[config.mk]
export PLATFORM = sky130hd
export DESIGN_NAME = huffman_tree_header_decoder
export DESIGN_NICKNAME = d
export VERILOG_FILES = /design/src/sv/htd_pkg.sv /design/src/sv/htd_stack_ram.sv /design/src/sv/htd_step_unit.sv /design/src/sv/huffman_tree_header_decoder.sv
export SDC_FILE = /design/constraint.sdc
export NUM_CORES = 2
export LEC_CHECK = 0
export BUFFER_PORTS_ARGS = -buffer_cell sky130_fd_sc_hd__buf_2
export CAP_MARGIN = 20
export CELL_PAD_IN_SITES_DETAIL_PLACEMENT = 1
export CELL_PAD_IN_SITES_GLOBAL_PLACEMENT = 2
export CORE_UTILIZATION = 45
export CTS_BUF_LIST = sky130_fd_sc_hd__clkbuf_8
export DETAILED_ROUTE_END_ITERATION = 6
export PLACE_DENSITY_LB_ADDON = 0.1
export REMOVE_ABC_BUFFERS = 1
export SYNTH_ARGS = -nofsm -noshare
export SYNTH_HDL_FRONTEND = slang
export SYNTH_SLANG_ARGS = --single-unit
export TNS_END_PERCENT = 1
[constraint.sdc]
create_clock -name clk -period 22.8 [get_ports clk]
set_input_delay 0 -clock clk [delete_from_list [all_inputs] [get_ports clk]]
set_output_delay 0 -clock clk [all_outputs]
set_load 0.005 [all_outputs]
[src/sv/htd_pkg.sv]
// ----------------------------------------------------------------------------
// htd_pkg
// Shared types and constants for the Huffman tree header decoder.
// ----------------------------------------------------------------------------
package htd_pkg;

  localparam int MAX_LEAVES  = 256;
  localparam int SYMBOL_BITS = 8;
  localparam int MAX_NODES   = 2 * MAX_LEAVES - 1;

  localparam int STACK_AW = $clog2(MAX_LEAVES);
  localparam int DEPTH_W  = $clog2(MAX_LEAVES + 1);
  localparam int NODE_W   = $clog2(MAX_NODES + 1);
  localparam int SYM_W    = SYMBOL_BITS;
  localparam int SLEFT_W  = $clog2(SYMBOL_BITS + 1);

  // header formats
  localparam logic FMT_PACKED = 1'b0;
  localparam logic FMT_TEXT   = 1'b1;

  // text format command bytes
  localparam logic [7:0] TEXT_LEAF = 8'h31;
  localparam logic [7:0] TEXT_NUL  = 8'h00;

  // step unit actions
  localparam logic [2:0] ACT_NONE   = 3'd0;  // symbol bookkeeping only
  localparam logic [2:0] ACT_LEAF   = 3'd1;  // push a leaf
  localparam logic [2:0] ACT_BRANCH = 3'd2;  // pop two, push branch (needs stack read)
  localparam logic [2:0] ACT_DONE   = 3'd3;  // single entry left: root found
  localparam logic [2:0] ACT_FAIL   = 3'd4;  // malformed header
  localparam logic [2:0] ACT_STOP   = 3'd5;  // decoder already done or failed

  typedef struct packed {
    logic [DEPTH_W-1:0] depth;
    logic [NODE_W-1:0]  next_node;
    logic [SLEFT_W-1:0] sym_left;
    logic [SYM_W-1:0]   sym_shift;
    logic               finished;
    logic               failed;
  } ctx_t;

  typedef struct packed {
    logic [2:0]         act;
    logic [SLEFT_W-1:0] sym_left;
    logic [SYM_W-1:0]   sym_shift;
    logic [SYM_W-1:0]   leaf_sym;
  } step_t;

  typedef struct packed {
    logic [NODE_W-1:0] node_index;
    logic              is_leaf;
    logic [SYM_W-1:0]  symbol;
    logic [NODE_W-1:0] left_child;
    logic [NODE_W-1:0] right_child;
    logic              tree_done;
    logic              error_flag;
    logic              last_of_byte;
  } rec_t;

endpackage

[src/sv/htd_stack_ram.sv]
// ----------------------------------------------------------------------------
// htd_stack_ram
// Node index stack storage: one write port, one registered read port.
// ----------------------------------------------------------------------------
module htd_stack_ram
  import htd_pkg::*;
(
  input  logic                clk,
  input  logic                wr_en,
  input  logic [STACK_AW-1:0] wr_addr,
  input  logic [NODE_W-1:0]   wr_data,
  input  logic                rd_en,
  input  logic [STACK_AW-1:0] rd_addr,
  output logic [NODE_W-1:0]   rd_data
);

  logic [NODE_W-1:0] mem [MAX_LEAVES];

  always_ff @(posedge clk) begin
    if (wr_en) begin
      mem[wr_addr] <= wr_data;
    end
  end

  // read data holds until the next read
  always_ff @(posedge clk) begin
    if (rd_en) begin
      rd_data <= mem[rd_addr];
    end
  end

endmodule

[src/sv/htd_step_unit.sv]
// ----------------------------------------------------------------------------
// htd_step_unit
// Decodes one header command (one bit, or one text byte) against the
// current stack and symbol state.
// ----------------------------------------------------------------------------
module htd_step_unit
  import htd_pkg::*;
(
  input  logic       fmt,
  input  logic [7:0] hdr_byte,
  input  logic [2:0] bit_pos,
  input  ctx_t       ctx,
  output step_t      step
);

  logic             cur_bit;
  logic [SYM_W-1:0] shifted;
  logic             want_leaf;
  logic             want_branch;

  assign cur_bit = hdr_byte[bit_pos];
  assign shifted = {ctx.sym_shift[SYM_W-2:0], cur_bit};

  always_comb begin
    step          = '0;
    step.act      = ACT_NONE;
    step.sym_left = ctx.sym_left;
    step.sym_shift = ctx.sym_shift;
    step.leaf_sym = '0;
    want_leaf     = 1'b0;
    want_branch   = 1'b0;

    if (ctx.finished || ctx.failed) begin
      step.act = ACT_STOP;
    end else if (fmt == FMT_TEXT) begin
      if (ctx.sym_left != '0) begin
        step.sym_left  = '0;
        step.sym_shift = '0;
        step.leaf_sym  = hdr_byte;
        want_leaf      = 1'b1;
      end else if (hdr_byte == TEXT_LEAF) begin
        step.sym_left  = SLEFT_W'(SYMBOL_BITS);
        step.sym_shift = '0;
      end else if (hdr_byte == TEXT_NUL) begin
        step.act = ACT_FAIL;
      end else begin
        want_branch = 1'b1;
      end
    end else begin
      if (ctx.sym_left != '0) begin
        step.sym_shift = shifted;
        step.sym_left  = ctx.sym_left - SLEFT_W'(1);
        if (ctx.sym_left == SLEFT_W'(1)) begin
          step.leaf_sym = shifted;
          want_leaf     = 1'b1;
        end
      end else if (cur_bit) begin
        step.sym_left  = SLEFT_W'(SYMBOL_BITS);
        step.sym_shift = '0;
      end else begin
        want_branch = 1'b1;
      end
    end

    if (want_leaf) begin
      if (ctx.depth >= DEPTH_W'(MAX_LEAVES) || ctx.next_node >= NODE_W'(MAX_NODES)) begin
        step.act = ACT_FAIL;
      end else begin
        step.act = ACT_LEAF;
      end
    end

    if (want_branch) begin
      priority if (ctx.depth == '0) begin
        step.act = ACT_FAIL;
      end else if (ctx.depth == DEPTH_W'(1)) begin
        step.act = ACT_DONE;
      end else if (ctx.next_node >= NODE_W'(MAX_NODES)) begin
        step.act = ACT_FAIL;
      end else begin
        step.act = ACT_BRANCH;
      end
    end
  end

endmodule

[src/sv/huffman_tree_header_decoder.sv]
// ----------------------------------------------------------------------------
// huffman_tree_header_decoder
// Rebuilds a post-order Huffman tree from its serialized header and emits
// one node record for each node created, plus one record on completion or error.
// ----------------------------------------------------------------------------
// Sequence: a byte is accepted in S_IDLE, each header bit is decoded in S_BIT,
//   a branch bit also passes through S_READ (stack RAM read), and S_FLUSH ends
//   the byte; once the decoder is done or failed, the remaining bits are skipped.
//   A text byte is one command. Output stalls can hold S_BIT, S_READ and S_FLUSH.
// Throughput: one byte at a time; in_stall stays high until the byte's last
//   record sits in the output register.
// Reset: rst (sync) clears control, counters, flags and header_format. The
//   stack RAM is not cleared; only entries below the depth are ever read.
// ----------------------------------------------------------------------------
module huffman_tree_header_decoder
  import htd_pkg::*;
(
  input  logic              clk,
  input  logic              rst,
  // configuration
  input  logic              cfg_we,
  input  logic              cfg_data,
  // input request
  input  logic              in_valid,
  output logic              in_stall,
  input  logic [7:0]        header_byte,
  input  logic              first_byte,
  // output request
  output logic              out_valid,
  input  logic              out_stall,
  output logic [NODE_W-1:0] node_index,
  output logic              is_leaf,
  output logic [SYM_W-1:0]  symbol,
  output logic [NODE_W-1:0] left_child,
  output logic [NODE_W-1:0] right_child,
  output logic              tree_done,
  output logic              error_flag,
  output logic              last_of_byte
);

  // sequencer states
  localparam logic [1:0] S_IDLE  = 2'd0;  // ready for a byte
  localparam logic [1:0] S_BIT   = 2'd1;  // one command per cycle, held while a record has no free slot
  localparam logic [1:0] S_READ  = 2'd2;  // branch: left child arrives from RAM
  localparam logic [1:0] S_FLUSH = 2'd3;  // hand over held record marked last

  logic [1:0]         state, state_next;
  logic               header_format;
  logic [7:0]         byte_q, byte_q_next;
  logic [2:0]         bit_pos, bit_pos_next;
  logic [DEPTH_W-1:0] depth, depth_next;
  logic [NODE_W-1:0]  next_node, next_node_next;
  logic [SLEFT_W-1:0] sym_left, sym_left_next;
  logic [SYM_W-1:0]   sym_shift, sym_shift_next;
  logic               finished, finished_next;
  logic               failed, failed_next;
  logic [NODE_W-1:0]  tos, tos_next;        // copy of the stack top entry

  // one record is held back so the byte's final record can be marked
  logic               pend_valid, pend_valid_next;
  rec_t               pend, pend_next;
  logic               out_valid_next;
  rec_t               out_rec, out_rec_next;

  ctx_t               ctx;
  step_t              step;

  logic                ram_wr_en;
  logic [STACK_AW-1:0] ram_wr_addr;
  logic [NODE_W-1:0]   ram_wr_data;
  logic                ram_rd_en;
  logic [STACK_AW-1:0] below_addr;
  logic [NODE_W-1:0]   ram_rd_data;

  logic               out_free;
  logic               slot_ok;
  logic               emit;
  logic               emit_req;
  logic               advance;
  rec_t               new_rec;
  logic               out_load;
  rec_t               load_rec;
  logic [DEPTH_W-1:0] depth_less2;

  // field order follows ctx_t
  assign ctx = {depth, next_node, sym_left, sym_shift, finished, failed};

  htd_step_unit u_step (
    .fmt      (header_format),
    .hdr_byte (byte_q),
    .bit_pos  (bit_pos),
    .ctx      (ctx),
    .step     (step)
  );

  htd_stack_ram u_stack (
    .clk     (clk),
    .wr_en   (ram_wr_en),
    .wr_addr (ram_wr_addr),
    .wr_data (ram_wr_data),
    .rd_en   (ram_rd_en),
    .rd_addr (below_addr),
    .rd_data (ram_rd_data)
  );

  // entry just below the top; only used when depth >= 2
  assign depth_less2 = depth - DEPTH_W'(2);
  assign below_addr  = depth_less2[STACK_AW-1:0];

  assign in_stall = (state != S_IDLE);
  assign out_free = !out_valid || !out_stall;
  assign slot_ok  = !pend_valid || out_free;

  always_comb begin
    state_next      = state;
    byte_q_next     = byte_q;
    bit_pos_next    = bit_pos;
    depth_next      = depth;
    next_node_next  = next_node;
    sym_left_next   = sym_left;
    sym_shift_next  = sym_shift;
    finished_next   = finished;
    failed_next     = failed;
    tos_next        = tos;
    pend_valid_next = pend_valid;
    pend_next       = pend;

    ram_wr_en   = 1'b0;
    ram_wr_addr = depth[STACK_AW-1:0];
    ram_wr_data = next_node;
    ram_rd_en   = 1'b0;

    emit     = 1'b0;
    emit_req = 1'b0;
    advance  = 1'b0;
    new_rec  = '0;
    out_load = 1'b0;
    load_rec = pend;

    unique case (state)
      S_IDLE: begin
        if (in_valid) begin
          byte_q_next  = header_byte;
          bit_pos_next = 3'd7;
          state_next   = S_BIT;
          if (first_byte) begin
            depth_next     = '0;
            next_node_next = '0;
            sym_left_next  = '0;
            sym_shift_next = '0;
            finished_next  = 1'b0;
            failed_next    = 1'b0;
          end
        end
      end

      S_BIT: begin
        emit_req = (step.act == ACT_LEAF) || (step.act == ACT_DONE) ||
                   (step.act == ACT_FAIL);
        if (!emit_req || slot_ok) begin
          sym_left_next  = step.sym_left;
          sym_shift_next = step.sym_shift;
          unique case (step.act)
            ACT_STOP: begin
              state_next = S_FLUSH;
            end
            ACT_NONE: begin
              advance = 1'b1;
            end
            ACT_LEAF: begin
              ram_wr_en          = 1'b1;
              tos_next           = next_node;
              depth_next         = depth + DEPTH_W'(1);
              next_node_next     = next_node + NODE_W'(1);
              emit               = 1'b1;
              new_rec.node_index = next_node;
              new_rec.is_leaf    = 1'b1;
              new_rec.symbol     = step.leaf_sym;
              advance            = 1'b1;
            end
            ACT_BRANCH: begin
              ram_rd_en  = 1'b1;
              state_next = S_READ;
            end
            ACT_DONE: begin
              finished_next      = 1'b1;
              emit               = 1'b1;
              new_rec.node_index = tos;
              new_rec.tree_done  = 1'b1;
              advance            = 1'b1;
            end
            ACT_FAIL: begin
              failed_next        = 1'b1;
              emit               = 1'b1;
              new_rec.error_flag = 1'b1;
              advance            = 1'b1;
            end
            default: begin
              advance = 1'b1;
            end
          endcase
        end
      end

      S_READ: begin
        if (slot_ok) begin
          // left child is in ram_rd_data, right child is the cached top
          ram_wr_en           = 1'b1;
          ram_wr_addr         = below_addr;
          tos_next            = next_node;
          depth_next          = depth - DEPTH_W'(1);
          next_node_next      = next_node + NODE_W'(1);
          emit                = 1'b1;
          new_rec.node_index  = next_node;
          new_rec.left_child  = ram_rd_data;
          new_rec.right_child = tos;
          advance             = 1'b1;
        end
      end

      S_FLUSH: begin
        if (!pend_valid) begin
          state_next = S_IDLE;
        end else if (out_free) begin
          out_load              = 1'b1;
          load_rec              = pend;
          load_rec.last_of_byte = 1'b1;
          pend_valid_next       = 1'b0;
          state_next            = S_IDLE;
        end
      end

      default: begin
        state_next = S_IDLE;
      end
    endcase

    // step to the next header bit, or finish the byte
    if (advance) begin
      if (header_format == FMT_TEXT || bit_pos == 3'd0) begin
        state_next = S_FLUSH;
      end else begin
        bit_pos_next = bit_pos - 3'd1;
        state_next   = S_BIT;
      end
    end

    // a new record pushes the held one out
    if (emit) begin
      pend_next       = new_rec;
      pend_valid_next = 1'b1;
      if (pend_valid) begin
        out_load = 1'b1;
        load_rec = pend;
      end
    end
  end

  always_comb begin
    out_valid_next = out_valid;
    out_rec_next   = out_rec;
    if (out_load) begin
      out_valid_next = 1'b1;
      out_rec_next   = load_rec;
    end else if (out_valid && !out_stall) begin
      out_valid_next = 1'b0;
    end
  end

  always_ff @(posedge clk) begin
    if (rst) begin
      state         <= S_IDLE;
      header_format <= FMT_PACKED;
      bit_pos       <= '0;
      depth         <= '0;
      next_node     <= '0;
      sym_left      <= '0;
      sym_shift     <= '0;
      finished      <= 1'b0;
      failed        <= 1'b0;
      pend_valid    <= 1'b0;
      out_valid     <= 1'b0;
    end else begin
      state      <= state_next;
      bit_pos    <= bit_pos_next;
      depth      <= depth_next;
      next_node  <= next_node_next;
      sym_left   <= sym_left_next;
      sym_shift  <= sym_shift_next;
      finished   <= finished_next;
      failed     <= failed_next;
      pend_valid <= pend_valid_next;
      out_valid  <= out_valid_next;
      if (cfg_we) begin
        header_format <= cfg_data;
      end
    end
  end

  // payload registers
  always_ff @(posedge clk) begin
    byte_q  <= byte_q_next;
    tos     <= tos_next;
    pend    <= pend_next;
    out_rec <= out_rec_next;
  end

  assign node_index   = out_rec.node_index;
  assign is_leaf      = out_rec.is_leaf;
  assign symbol       = out_rec.symbol;
  assign left_child   = out_rec.left_child;
  assign right_child  = out_rec.right_child;
  assign tree_done    = out_rec.tree_done;
  assign error_flag   = out_rec.error_flag;
  assign last_of_byte = out_rec.last_of_byte;

  // ---------------------------------------------------------------------------
  // assertions
  // ---------------------------------------------------------------------------
  a_depth_bound: assert property (@(posedge clk) disable iff (rst)
    depth <= DEPTH_W'(MAX_LEAVES))
    else $error("stack depth beyond capacity");

  a_node_bound: assert property (@(posedge clk) disable iff (rst)
    next_node <= NODE_W'(MAX_NODES))
    else $error("node counter beyond node range");

  a_done_xor_fail: assert property (@(posedge clk) disable iff (rst)
    !(finished && failed))
    else $error("decoder both finished and failed");

  a_read_waits: assert property (@(posedge clk) disable iff (rst)
    (state == S_READ && pend_valid && out_valid && out_stall) |=>
      (state == S_READ && $stable(depth)))
    else $error("branch completed with no room for its record");

  a_branch_depth: assert property (@(posedge clk) disable iff (rst)
    (state == S_READ) |-> (depth >= DEPTH_W'(2)))
    else $error("branch read with fewer than two entries");

endmodule
==> reports/metrics.cfg <==
[timing]
rsz0062_at_grt=no
maxSlewHeadroom_pct=16.4
final_max_slew_viol_count=0
finalSetupViolCount=0
hold_viol=0
final.setup.tns_ns=0
skew_ns=0.0788
fin_crit_ns=6.76
tightest_slew_ns=1.25
finalCritPeriodShare_pct=29.7
fmax_mhz=148

[synthesis]
synth.most_common_cell=edfxtp_1
syn_avg_cell_area_um2=22.5
yosys_register_bits=2446
netlist.top_cell.by_area=edfxtp_1
synth_common_cells=edfxtp_1, mux4_2, nor2_1, clkbuf_1, buf_2
yosys-top-cells-area=edfxtp_1, mux4_2, nor2_1, dfxtp_1, clkbuf_1
ys_types=70
syn_area_um2=94800
synthFlopType=edfxtp_1
synth-edff-count=2407
synth_top_cell_area_share_pct=76.2
async_reset_ff_share_pct=0
synth_warnings=0
syn-instance-count=4206
ys_seq_area_share_pct=77.1

[worst_hold_path]
hp-start=in_valid
hold_path.class=in -> reg

[clock_tree]
clock_sinks=2446
clk_pin_slew_ns=0.06
root_buffer=clkbuf_8
ctsHtreeMaxLevel=5
cts_resized=0
numCtsBuffers=417
clockBufferDepth=4
cts_tree=yes
clk_latency_ns=1.11

[worst_setup_path]
reg2reg_depth=10
critPathCaptureType=flop
crit_type=reg -> reg
cp_data_required_time_ns=23.58
crit_end=u_stack.rd_data[0]
critPathLaunch=depth[1]
worstPathMaxFanout=133
timing.rr.start=depth[1]
worstReg2RegEnd=u_stack.rd_data[0]
start_kind=flop
rrSetupSlack_ns=16.04
cp.arrival_ns=7.54

[die]
coreArea_um2=209000
dieArea_um2=212000
num_rows=168
io_pins=56
start_util_pct=45.3
die_y_um=461
die-width_um=461

[finish]
utilization_pct=51.0
num-fill-cells=18500
fin_nets=4666
syn_to_final_growth_pct=12.7
stdcell_count=7757
drive_gt1_share_pct=29.7

[placed_design]
place_congestion=0.787
numPortBuffers=55
dp.cells=6975
dpl.hpwl_um=145000

[global_routing]
first_global_vias=47900
grt_pass1_wl_um=354000
grt_max_degree=217
antenna_found_initial=11
grt-ovfl-total=0
grt_use_total_pct=23.5

[drt]
routed_wl_um=248000
drt_iter0_drc=4130
via_per_inst=5.82
drt_pre_antenna_iters=5
wl_per_cell_um=31.9
route.detailed.drc=0
ant_nets=0
vias=45200

[power]
finalPower_mw=10.8
leakage_nw=31.5
irDropWorstVdd_mv=0.0768
powerDensity_nw_per_um2=101

[job]
drv_cap=0

[outcome]
outcome=completed

==> per-layer routing <==
metal	global-route usage, %	part of all wire (%)
met5	0	0
met4	5.91	2.1
met3	4.20	5.6
met2	37.9	49
met1	33.4	43
==> where the power goes <==
part / switching (mW) / internal, mW / total, mW
clock network: 1.75 / 1.85 / 3.60
logic: 1.31 / 0.766 / 2.08
registers: 0.0761 / 5.03 / 5.10
==> kinds of logic after synthesis <==
kind of cell	after synthesis	share of synthesized area (%)
adder cells (fa/ha/maj)	19	0.251
AND/OR/NAND/NOR	524	2.43
buffers and inverters	256	1.15
multiplexers	731	17.3
XOR/XNOR	21	0.194
AO/OA/AOI/OAI	209	1.64
flip-flops	2446	77.1
==> what timing repair did <==
action	in CTS	in global routing
setup buffers	0	0
hold buffers	32	0
hold endpoints to repair	124	0
endpoints found under the setup margin	0	0
==> worst min-delay path by stage <==
stage	endpoint	slack, ns	cells past startpoint
finish	depth[5]	0.15	6
global route	byte_q[4]	0.12	3
CTS	depth[5]	0.008	6
detailed placement	byte_q[2]	0.19	1
global placement	byte_q[5]	0.20	1
floorplan	bit_pos[1]	0.07	1
==> area by class of cell <==
class | instances | area, um2 | share of cell area, %
antenna | 3 | 7.51 | 0.00703
clock buffer | 422 | 5810 | 5.44
clock inverter | 314 | 1590 | 1.49
inverter | 17 | 63.8 | 0.0597
multi-input combinational | 1504 | 20700 | 19.4
sequential | 2446 | 73100 | 68.4
tap | 2805 | 3510 | 3.29
timing repair buffer | 246 | 1980 | 1.86
==> registers in the layout (all words and copies together), names as in the netlist, 2 cells and up <==
| register | flops |
|---|---|
| right_child | 9 |
| pend | 38 |
| bit_pos | 3 |
| symbol | 8 |
| node_index | 9 |
| sym_left | 4 |
| tos | 9 |
| state | 2 |
| u_stack.rd_data | 9 |
| next_node | 9 |
| sym_shift | 7 |
| u_stack.mem | 2304 |
| byte_q | 8 |
| depth | 9 |
| left_child | 9 |
==> layout by cell type, fill, tap and decap left out, types with 4 or more instances in the layout <==
cell type and count:
xor2_1 9, buf_6 18, ha_1 18, dfxtp_4 11, dlygate4sd3_1 32, clkinv_2 46, inv_1 162, o21ai_0 25
nor3_1 18, and2_1 12, nor2b_1 7, xnor2_1 11, buf_12 7, o211ai_1 4, and4_1 4, clkbuf_8 422
a21oi_1 25, dfxtp_1 28, or3_1 10, clkinv_1 104, nor2_1 311, and3_1 22, edfxtp_1 2407, mux4_2 722
a221oi_1 18, bufinv_16 12, a31oi_1 6, a22oi_1 53, o21a_1 5, o221ai_1 10, nand2_1 72, nand3_2 6
or4_1 6, a22o_1 28, buf_4 132, nand3_1 23, o21ai_1 6, buf_2 55, mux2i_1 7, nand2_2 10
==> metrics by stage <==
stage | cell area [um2] | hold WS (ns) | setup WS (ns)
6_report | 107000 | 0.148 | 16.04
2_1_floorplan | 93800 | 0.0691 | -9.42
4_1_cts | 107000 | 0.00833 | 15.96
3_3_place_gp | 98800 | 0.197 | 16.03
5_1_grt | 107000 | 0.120 | 15.82
3_5_place_dp | 99000 | 0.189 | 16.00
==> worst max-delay path, stage by stage (launching register included) <==
cell and delay [ns]:
dfxtp_4 0.74, buf_12 0.57, buf_4 0.85, buf_4 0.91
buf_4 0.80, mux4_2 0.46, mux4_2 0.48, a22oi_1 0.36
nand2_1 0.12, a22oi_1 0.51, o221ai_1 0.27
No activity file was read; power rests on OpenSTA's default activity.
